$ cat src/lcd_mode_timing_sequencer_macros.svh
// Assertion macros shared by the scanline timing sequencer RTL.
`ifndef LCD_MODE_TIMING_SEQUENCER_MACROS_SVH
`define LCD_MODE_TIMING_SEQUENCER_MACROS_SVH

// Same-cycle implication, sampled on clk and disabled during reset.
`define LMTS_ASSERT_IMP(lbl, ante, cons) \
	lbl: assert property (@(posedge clk) disable iff (!arst_n) (ante) |-> (cons)) \
		else $error("same-cycle check failed");

// Next-cycle implication, sampled on clk and disabled during reset.
`define LMTS_ASSERT_NXT(lbl, ante, cons) \
	lbl: assert property (@(posedge clk) disable iff (!arst_n) (ante) |=> (cons)) \
		else $error("next-cycle check failed");

`endif

$ cat src/lcdmt_pkg.sv
// Types and constants of the scanline timing sequencer.
package lcdmt_pkg;

	localparam int DOT_W  = 9;
	localparam int LINE_W = 8;

	localparam logic [DOT_W-1:0]  DOTS_HBLANK   = 9'd204;
	localparam logic [DOT_W-1:0]  DOTS_LINE     = 9'd456;
	localparam logic [DOT_W-1:0]  DOTS_OAM      = 9'd80;
	localparam logic [DOT_W-1:0]  DOTS_TRANSFER = 9'd172;
	localparam logic [DOT_W-1:0]  STEP_NORMAL   = 9'd4;
	localparam logic [DOT_W-1:0]  STEP_DOUBLE   = 9'd2;
	localparam logic [LINE_W-1:0] LAST_VISIBLE  = 8'd143;
	localparam logic [LINE_W-1:0] LAST_LINE     = 8'd153;

	typedef enum logic [1:0] {
		MODE_HBLANK = 2'd0,
		MODE_VBLANK = 2'd1,
		MODE_OAM    = 2'd2,
		MODE_XFER   = 2'd3
	} lcd_mode_t;

	typedef enum logic [2:0] {
		REG_LINE_COMPARE   = 3'd0,
		REG_IRQ_COINC      = 3'd1,
		REG_IRQ_HBLANK     = 3'd2,
		REG_IRQ_VBLANK     = 3'd3,
		REG_IRQ_OAM        = 3'd4,
		REG_DOUBLE_SPEED   = 3'd5
	} cfg_reg_t;

	typedef enum logic {
		ITEM_TICK   = 1'b0,
		ITEM_TOGGLE = 1'b1
	} item_kind_t;

endpackage

$ cat src/lcd_mode_timing_sequencer.sv
// Top level of the scanline mode timing sequencer.
//
// Channel | Direction | Handshake           | Payload
// --------+-----------+---------------------+--------------------------------------
// cfg     | in        | cfg_valid/cfg_ready | cfg_index, cfg_data
// in      | in        | in_valid/in_ready   | mode, lcd_on
// out     | out       | out_valid/out_ready | lcd_mode, current_line, coincidence,
//         |           |                     | vblank_irq, stat_irq, line_done, frame_done
//
// The state update is one add and compare on the dot counter,
// and its result lands in the output register on the edge that takes the transfer.
// One item per cycle is sustained; in_ready drops only while a result waits in the output
// register and out_ready is low. Configuration writes are taken in every cycle.
// Reset clears the timing state, the configuration registers and out_valid, and leaves the display off.
`include "lcd_mode_timing_sequencer_macros.svh"

module lcd_mode_timing_sequencer (
	input  logic                        clk,
	input  logic                        arst_n,
	input  logic                        cfg_valid,
	output logic                        cfg_ready,
	input  logic [2:0]                  cfg_index,
	input  logic [7:0]                  cfg_data,
	input  logic                        in_valid,
	output logic                        in_ready,
	input  logic                        mode,
	input  logic                        lcd_on,
	output logic                        out_valid,
	input  logic                        out_ready,
	output logic [1:0]                  lcd_mode,
	output logic [lcdmt_pkg::LINE_W-1:0] current_line,
	output logic                        coincidence,
	output logic                        vblank_irq,
	output logic                        stat_irq,
	output logic                        line_done,
	output logic                        frame_done
);
	import lcdmt_pkg::*;

	logic [LINE_W-1:0] line_compare_q;
	logic              irq_coinc_q;
	logic              irq_hblank_q;
	logic              irq_vblank_q;
	logic              irq_oam_q;
	logic              double_speed_q;

	logic [DOT_W-1:0]  dot_q;
	lcd_mode_t         mode_q;
	logic [LINE_W-1:0] line_q;
	logic              coin_q;
	logic              enabled_q;

	logic [DOT_W-1:0]  dot_sum;
	logic [DOT_W-1:0]  dot_nxt;
	lcd_mode_t         mode_nxt;
	logic [LINE_W-1:0] line_nxt;
	logic              coin_nxt;
	logic              enabled_nxt;
	logic              line_chg;
	logic              mode_chg;
	logic              vb_nxt;
	logic              st_nxt;
	logic              ld_nxt;
	logic              fd_nxt;
	logic              in_xfer;

	logic              out_valid_q;
	lcd_mode_t         res_mode_q;
	logic [LINE_W-1:0] res_line_q;
	logic              res_coin_q;
	logic              res_vb_q;
	logic              res_st_q;
	logic              res_ld_q;
	logic              res_fd_q;

	assign cfg_ready = 1'b1;
	assign in_ready  = !out_valid_q || out_ready;
	assign in_xfer   = in_valid && in_ready;

	always_ff @(posedge clk or negedge arst_n) begin
		if (!arst_n) begin
			line_compare_q <= '0;
			irq_coinc_q    <= 1'b0;
			irq_hblank_q   <= 1'b0;
			irq_vblank_q   <= 1'b0;
			irq_oam_q      <= 1'b0;
			double_speed_q <= 1'b0;
		end else if (cfg_valid && cfg_ready) begin
			case (cfg_reg_t'(cfg_index))
				REG_LINE_COMPARE: line_compare_q <= cfg_data;
				REG_IRQ_COINC:    irq_coinc_q    <= cfg_data[0];
				REG_IRQ_HBLANK:   irq_hblank_q   <= cfg_data[0];
				REG_IRQ_VBLANK:   irq_vblank_q   <= cfg_data[0];
				REG_IRQ_OAM:      irq_oam_q      <= cfg_data[0];
				REG_DOUBLE_SPEED: double_speed_q <= cfg_data[0];
				default: ;
			endcase
		end
	end

	assign dot_sum = dot_q + (double_speed_q ? STEP_DOUBLE : STEP_NORMAL);

	always_comb begin
		dot_nxt     = dot_q;
		mode_nxt    = mode_q;
		line_nxt    = line_q;
		coin_nxt    = coin_q;
		enabled_nxt = enabled_q;
		line_chg    = 1'b0;
		mode_chg    = 1'b0;
		vb_nxt      = 1'b0;
		st_nxt      = 1'b0;
		ld_nxt      = 1'b0;
		fd_nxt      = 1'b0;
		if (mode == ITEM_TOGGLE) begin
			dot_nxt  = '0;
			line_nxt = '0;
			if (lcd_on) begin
				mode_nxt    = MODE_HBLANK;
				coin_nxt    = 1'b0;
				enabled_nxt = 1'b1;
			end else begin
				enabled_nxt = 1'b0;
			end
		end else if (enabled_q) begin
			dot_nxt = dot_sum;
			case (mode_q)
				MODE_HBLANK: begin
					if (dot_sum >= DOTS_HBLANK) begin
						if (line_q == LAST_VISIBLE) begin
							mode_nxt = MODE_VBLANK;
							vb_nxt   = 1'b1;
							fd_nxt   = 1'b1;
						end else begin
							mode_nxt = MODE_OAM;
						end
						mode_chg = 1'b1;
						line_chg = 1'b1;
						line_nxt = line_q + 8'd1;
						dot_nxt  = dot_sum - DOTS_HBLANK;
					end
				end
				MODE_VBLANK: begin
					if (dot_sum >= DOTS_LINE) begin
						dot_nxt  = dot_sum - DOTS_LINE;
						line_chg = 1'b1;
						line_nxt = line_q + 8'd1;
						if (line_nxt > LAST_LINE) begin
							line_nxt = '0;
							mode_nxt = MODE_OAM;
						end
					end
				end
				MODE_OAM: begin
					if (dot_sum >= DOTS_OAM) begin
						dot_nxt  = dot_sum - DOTS_OAM;
						mode_nxt = MODE_XFER;
						mode_chg = 1'b1;
					end
				end
				default: begin
					if (dot_sum >= DOTS_TRANSFER) begin
						dot_nxt  = dot_sum - DOTS_TRANSFER;
						mode_nxt = MODE_HBLANK;
						mode_chg = 1'b1;
						ld_nxt   = 1'b1;
					end
				end
			endcase
			if (line_chg) begin
				coin_nxt = (line_nxt == line_compare_q);
				if (coin_nxt && irq_coinc_q) begin
					st_nxt = 1'b1;
				end
			end
			if (mode_chg) begin
				if ((mode_nxt == MODE_HBLANK && irq_hblank_q) ||
				    (mode_nxt == MODE_VBLANK && irq_vblank_q) ||
				    (mode_nxt == MODE_OAM && irq_oam_q)) begin
					st_nxt = 1'b1;
				end
			end
		end
	end

	always_ff @(posedge clk or negedge arst_n) begin
		if (!arst_n) begin
			dot_q     <= '0;
			mode_q    <= MODE_HBLANK;
			line_q    <= '0;
			coin_q    <= 1'b0;
			enabled_q <= 1'b0;
		end else if (in_xfer) begin
			dot_q     <= dot_nxt;
			mode_q    <= mode_nxt;
			line_q    <= line_nxt;
			coin_q    <= coin_nxt;
			enabled_q <= enabled_nxt;
		end
	end

	always_ff @(posedge clk or negedge arst_n) begin
		if (!arst_n) begin
			out_valid_q <= 1'b0;
		end else if (in_xfer) begin
			out_valid_q <= 1'b1;
		end else if (out_ready) begin
			out_valid_q <= 1'b0;
		end
	end

	always_ff @(posedge clk) begin
		if (in_xfer) begin
			res_mode_q <= mode_nxt;
			res_line_q <= line_nxt;
			res_coin_q <= coin_nxt;
			res_vb_q   <= vb_nxt;
			res_st_q   <= st_nxt;
			res_ld_q   <= ld_nxt;
			res_fd_q   <= fd_nxt;
		end
	end

	assign out_valid    = out_valid_q;
	assign lcd_mode     = res_mode_q;
	assign current_line = res_line_q;
	assign coincidence  = res_coin_q;
	assign vblank_irq   = res_vb_q;
	assign stat_irq     = res_st_q;
	assign line_done    = res_ld_q;
	assign frame_done   = res_fd_q;

	`LMTS_ASSERT_IMP(a_line_range, 1'b1, line_q <= LAST_LINE)
	`LMTS_ASSERT_IMP(a_vblank_entry, out_valid_q && res_vb_q,
		res_mode_q == MODE_VBLANK && res_line_q == (LAST_VISIBLE + 8'd1) && res_fd_q)
	`LMTS_ASSERT_IMP(a_line_done_hblank, out_valid_q && res_ld_q, res_mode_q == MODE_HBLANK)
	`LMTS_ASSERT_NXT(a_toggle_clears, in_xfer && mode == ITEM_TOGGLE,
		line_q == '0 && dot_q == '0 && !res_st_q && !res_vb_q)
	`LMTS_ASSERT_NXT(a_result_held, out_valid_q && !out_ready,
		out_valid_q && $stable(res_line_q) && $stable(res_mode_q))

endmodule

$ cat config.mk
export PLATFORM = sky130hd
export DESIGN_NAME = lcd_mode_timing_sequencer
export DESIGN_NICKNAME = d
export VERILOG_FILES = /design/src/lcdmt_pkg.sv /design/src/lcd_mode_timing_sequencer.sv
export VERILOG_INCLUDE_DIRS = /design/src /design/src/src
export SDC_FILE = /design/constraint.sdc
export NUM_CORES = 1
export LEC_CHECK = 0
export BUFFER_PORTS_ARGS = -buffer_cell sky130_fd_sc_hd__buf_2
export CORE_MARGIN = 2
export CORE_UTILIZATION = 55
export CTS_BUF_LIST = sky130_fd_sc_hd__clkbuf_2 sky130_fd_sc_hd__clkbuf_4 sky130_fd_sc_hd__clkbuf_8
export DETAILED_ROUTE_END_ITERATION = 12
export HOLD_SLACK_MARGIN = 0.05
export MAX_ROUTING_LAYER = met4
export PLACE_DENSITY = 0.83
export SLEW_MARGIN = 0
export SYNTH_ARGS = -nofsm -noshare
export SYNTH_HDL_FRONTEND = slang
export SYNTH_SLANG_ARGS = --single-unit
$ cat constraint.sdc
create_clock -name clk -period 4.7 [get_ports clk]
set_input_delay 0 -clock clk [delete_from_list [all_inputs] [get_ports clk]]
set_output_delay 0 -clock clk [all_outputs]
set_load 0.005 [all_outputs]
==> run_results.csv <==
group,metric,value,unit
yosys,synth_seq_cells,48,
global_routing,grt_usage,30.33,%
cts,cts_tree,"yes",
final_layout,stdcell_area,0.004313,sq mm
cts,root_buffer,"clkbuf_8",
floorplan,die_w,87.95,um
final_layout,layout_common_cells,"nand2_1, o21ai_0, dfrtp_1, buf_2, a21oi_1",
floorplan,die_y,87.95,um
global_routing,grt_pass1_wl,17.73,mm
cts,insertion_delay,310,ps
place,io_buffer_count,34,
sta,fin_crit_sh,92.91,%
cts,cts.path.max_buffers,2,
final_layout,fin_nets,520,
drt,drc,0,
critical_path,crit_fanout,8,
drt,totalWireLength,10.85,mm
power_and_ir_drop,switching_share,34.57,%
critical_path,worst-path-buf-inv,2,
sta,finalCriticalPeriod,4367,ps
sta,finalClockSkew,11.44,ps
drt,drt-initial-drc-count,388,
yosys,synth-edff-count,14,
final_layout,area_growth,11.27,%
cts,clk_pin_slew,90,ps
yosys,synth_area_leader_cell,"dfrtp_1",
floorplan,rows,30,
critical_path,path_cells,"ha_1 > inv_1 > fa_1 > nand3b_1 > xor2_4 > ha_1 > nand2_1 > o21ai_0 > nor3_4 > o31ai_2 > buf_4 > nand3_1 > a41oi_1 > o311ai_2 > mux2i_1 > mux2i_1 > o2bb2ai_1",
sta,timing.slew.headroom,41.55,%
place,dp.cells,563,
critical_path,cp.required,4760,ps
place,place_area,0.004093,sq mm
drt,vias_per_cell,6.365,
cts,post-cts-setup-buffer-count,0,
yosys,synth.distinct_cells,78,
sta,hold_viol,0,
yosys,postSynthAreaPerCell,8.614,sq um
floorplan,io_pins,36,
yosys,yosysSeqAreaShare,32.80,%
run_status,outcome,"complete, no violations",
drt,antenna_left,0,
place,gp_congestion,0.9382,
global_routing,grt_pass1_vias,3482,
yosys,synth.area.top_cells,"dfrtp_1, edfxtp_1, ha_1, o21ai_0, nand2_1",
yosys,netlist_instances,450,
place,dp_hpwl,7.889,mm
yosys,ys.warnings.count,0,
power_and_ir_drop,power,1063,uW
final_layout,num_antenna_cells,0,
power_and_ir_drop,p_seq_share,48.0,%
power_and_ir_drop,peakVddDrop,0.0001896,V
floorplan,core_region_area,0.006794,sq mm
global_routing,antenna_found_initial,0,
power_and_ir_drop,power_frac_comb,28.6,%
final_layout,area.sequential,0.001271,sq mm
critical_path,critPathSlowestCell,"o31ai_2",
critical_path,path_delay_family,"compound AO/OA/AOI/OAI gates",
sta,slew_violations,0,
cts,numCtsBuffers,5,
final_layout,layout.cells.non_filler,583,
critical_path,start_kind,"flip-flop",
power_and_ir_drop,p_sw,367.4,uW
drt,drt-wirelength-per-cell,18.61,um
hold_path,hold_class,"input pin to flip-flop",
final_layout,post_route_cells_drive_above_1_share,16.22,%
yosys,yosys.area.top_type_share,21.95,%
final_layout,fillers,603,
yosys,synthArstFlopShare,70.83,%
yosys,synth_area,0.003876,sq mm
critical_path,arrival,4420,ps
cts,clkSinkCount,48,
critical_path,cpPeakStageDelay,490,ps
power_and_ir_drop,pwr-share-clk,23.3,%
sta,fmax,229.0,MHz
global_routing,grt-ovfl-total,0,
sta,hold_slack,73.29,ps
cts,cts.htree.levels,2,
yosys,syn_nets,484,
floorplan,start_util,57.05,%
power_and_ir_drop,power_density,246.4,mW/mm^2
critical_path,end_kind,"flip-flop",
final_layout,layout_commonest_cell,"nand2_1",
drt,drt-pass1-iter-count,5,
global_routing,grt_max_degree,35,
power_and_ir_drop,intPower,695.4,uW
job,maxCapViolations,0,
sta,setup_viol,0,
final_layout,multiInputGateArea,0.002396,sq mm
floorplan,die_area,0.007735,sq mm
sta,finalSetupTns,0,ps
drt,num_vias,3711,
sta,tightest_slew,873.5,ps
critical_path,path_class,"flip-flop to flip-flop",
yosys,synth_ff_type,"dfrtp_1",
power_and_ir_drop,p_leak,0.001790,uW
==> final timing paths <==
| kind | startpoint | slack [ps] | cells past startpoint | endpoint |
|---|---|---|---|---|
| worst max-delay path | double_speed_q | 330 | 17 | stat_irq |
| worst min-delay path | cfg_index[2] | 70 | 4 | irq_coinc_q |
| worst max register to register | double_speed_q | 330 | 17 | stat_irq |
| worst min register to register | dot_q[1] | 530 | 1 | dot_q[1] |
| max in group asynchronous | arst_n | 3890 | 2 | mode_q[1] |
| min in group asynchronous | arst_n | 310 | 2 | dot_q[4] |
==> metal layers <==
layer / vias to the layer above / wire length [um] / GRT usage [%]
met4: 0 / 114 / 6.713
met3: 15 / 830 / 3.770
met5: - / 0 / -
met2: 163 / 5013 / 46.97
met1: 1806 / 4891 / 42.76
li1: 1727 / - / -
==> area by class of cell <==
type | instances | share of cell area [%]
multi-input cells | 352 | 55.56
flip-flops and latches | 48 | 29.47
repair buffers | 51 | 7.601
well taps | 96 | 2.785
inverters | 28 | 2.553
clock buffers | 5 | 1.596
clock inverters | 3 | 0.4352
==> state kept, by name, summed over array words and instances (netlist names) <==
signal          count
irq_vblank_q        1
line_done           1
lcd_mode            2
irq_oam_q           1
current_line        8
mode_q              2
dot_q               8
irq_coinc_q         1
coin_q              1
frame_done          1
line_compare_q      8
out_valid           1
coincidence         1
line_q              8
enabled_q           1
stat_irq            1
double_speed_q      1
irq_hblank_q        1
==> power by group through the flow <==
stage	clock network, uW	logic (uW)	registers [uW]
after floorplan	0	207	501
after global placement	0	282	516
after detailed placement	0	292	519
after CTS	253	300	510
after global routing	268	337	516
final	248	304	511
==> worst register-to-register path, cell delays in order, from the launching register on <==
cell,delay [ps]
dfrtp_1,410
ha_1,230
inv_1,80
fa_1,440
nand3b_1,280
xor2_4,300
ha_1,220
nand2_1,70
o21ai_0,290
nor3_4,70
o31ai_2,490
buf_4,250
nand3_1,110
a41oi_1,280
o311ai_2,180
mux2i_1,210
mux2i_1,90
o2bb2ai_1,120
==> metrics by stage <==
stage	util, %	setup slack [ps]
final	63.48	333.1
after global routing	63.48	-6.206
after CTS	63.30	226.1
after detailed placement	60.24	270.0
after global placement	60.24	432.2
after floorplan	-	922.2
==> synthesized netlist by cell type, drive strengths merged, types with 9 or more instances <==
| cell | count |
|---|---|
| a22o | 11 |
| dfrtp | 34 |
| inv | 28 |
| edfxtp | 14 |
| ha | 15 |
| a211oi | 9 |
| nand2b | 9 |
| nor3 | 9 |
| o21ai | 45 |
| nand2 | 47 |
| a21oi | 29 |
| nor2 | 29 |
| mux2 | 12 |
| clkbuf | 10 |
| buf | 12 |
| nand3 | 17 |
| xnor2 | 11 |
==> timing repair <==
item                       CTS  global route
hold buffers                12             0
hold endpoints to repair    50             0
gates resized for setup      0             2
setup endpoints to repair    0             3
==> cells by family (layout without fill, tap and decap cells) <==
| family | Yosys count | count (layout) | synth area share (%) |
|---|---|---|---|
| AND/OR/NAND/NOR | 152 | 152 | 20.30 |
| adder cells (fa/ha/maj) | 16 | 16 | 5.358 |
| AO/OA/AOI/OAI | 148 | 148 | 26.47 |
| buffers and inverters | 50 | 87 | 5.875 |
| flip-flops | 48 | 48 | 32.80 |
| other | 1 | 1 | 0.09674 |
| XOR/XNOR | 16 | 16 | 3.809 |
| multiplexers | 19 | 19 | 5.294 |
(Power assumes the default switching activity.)
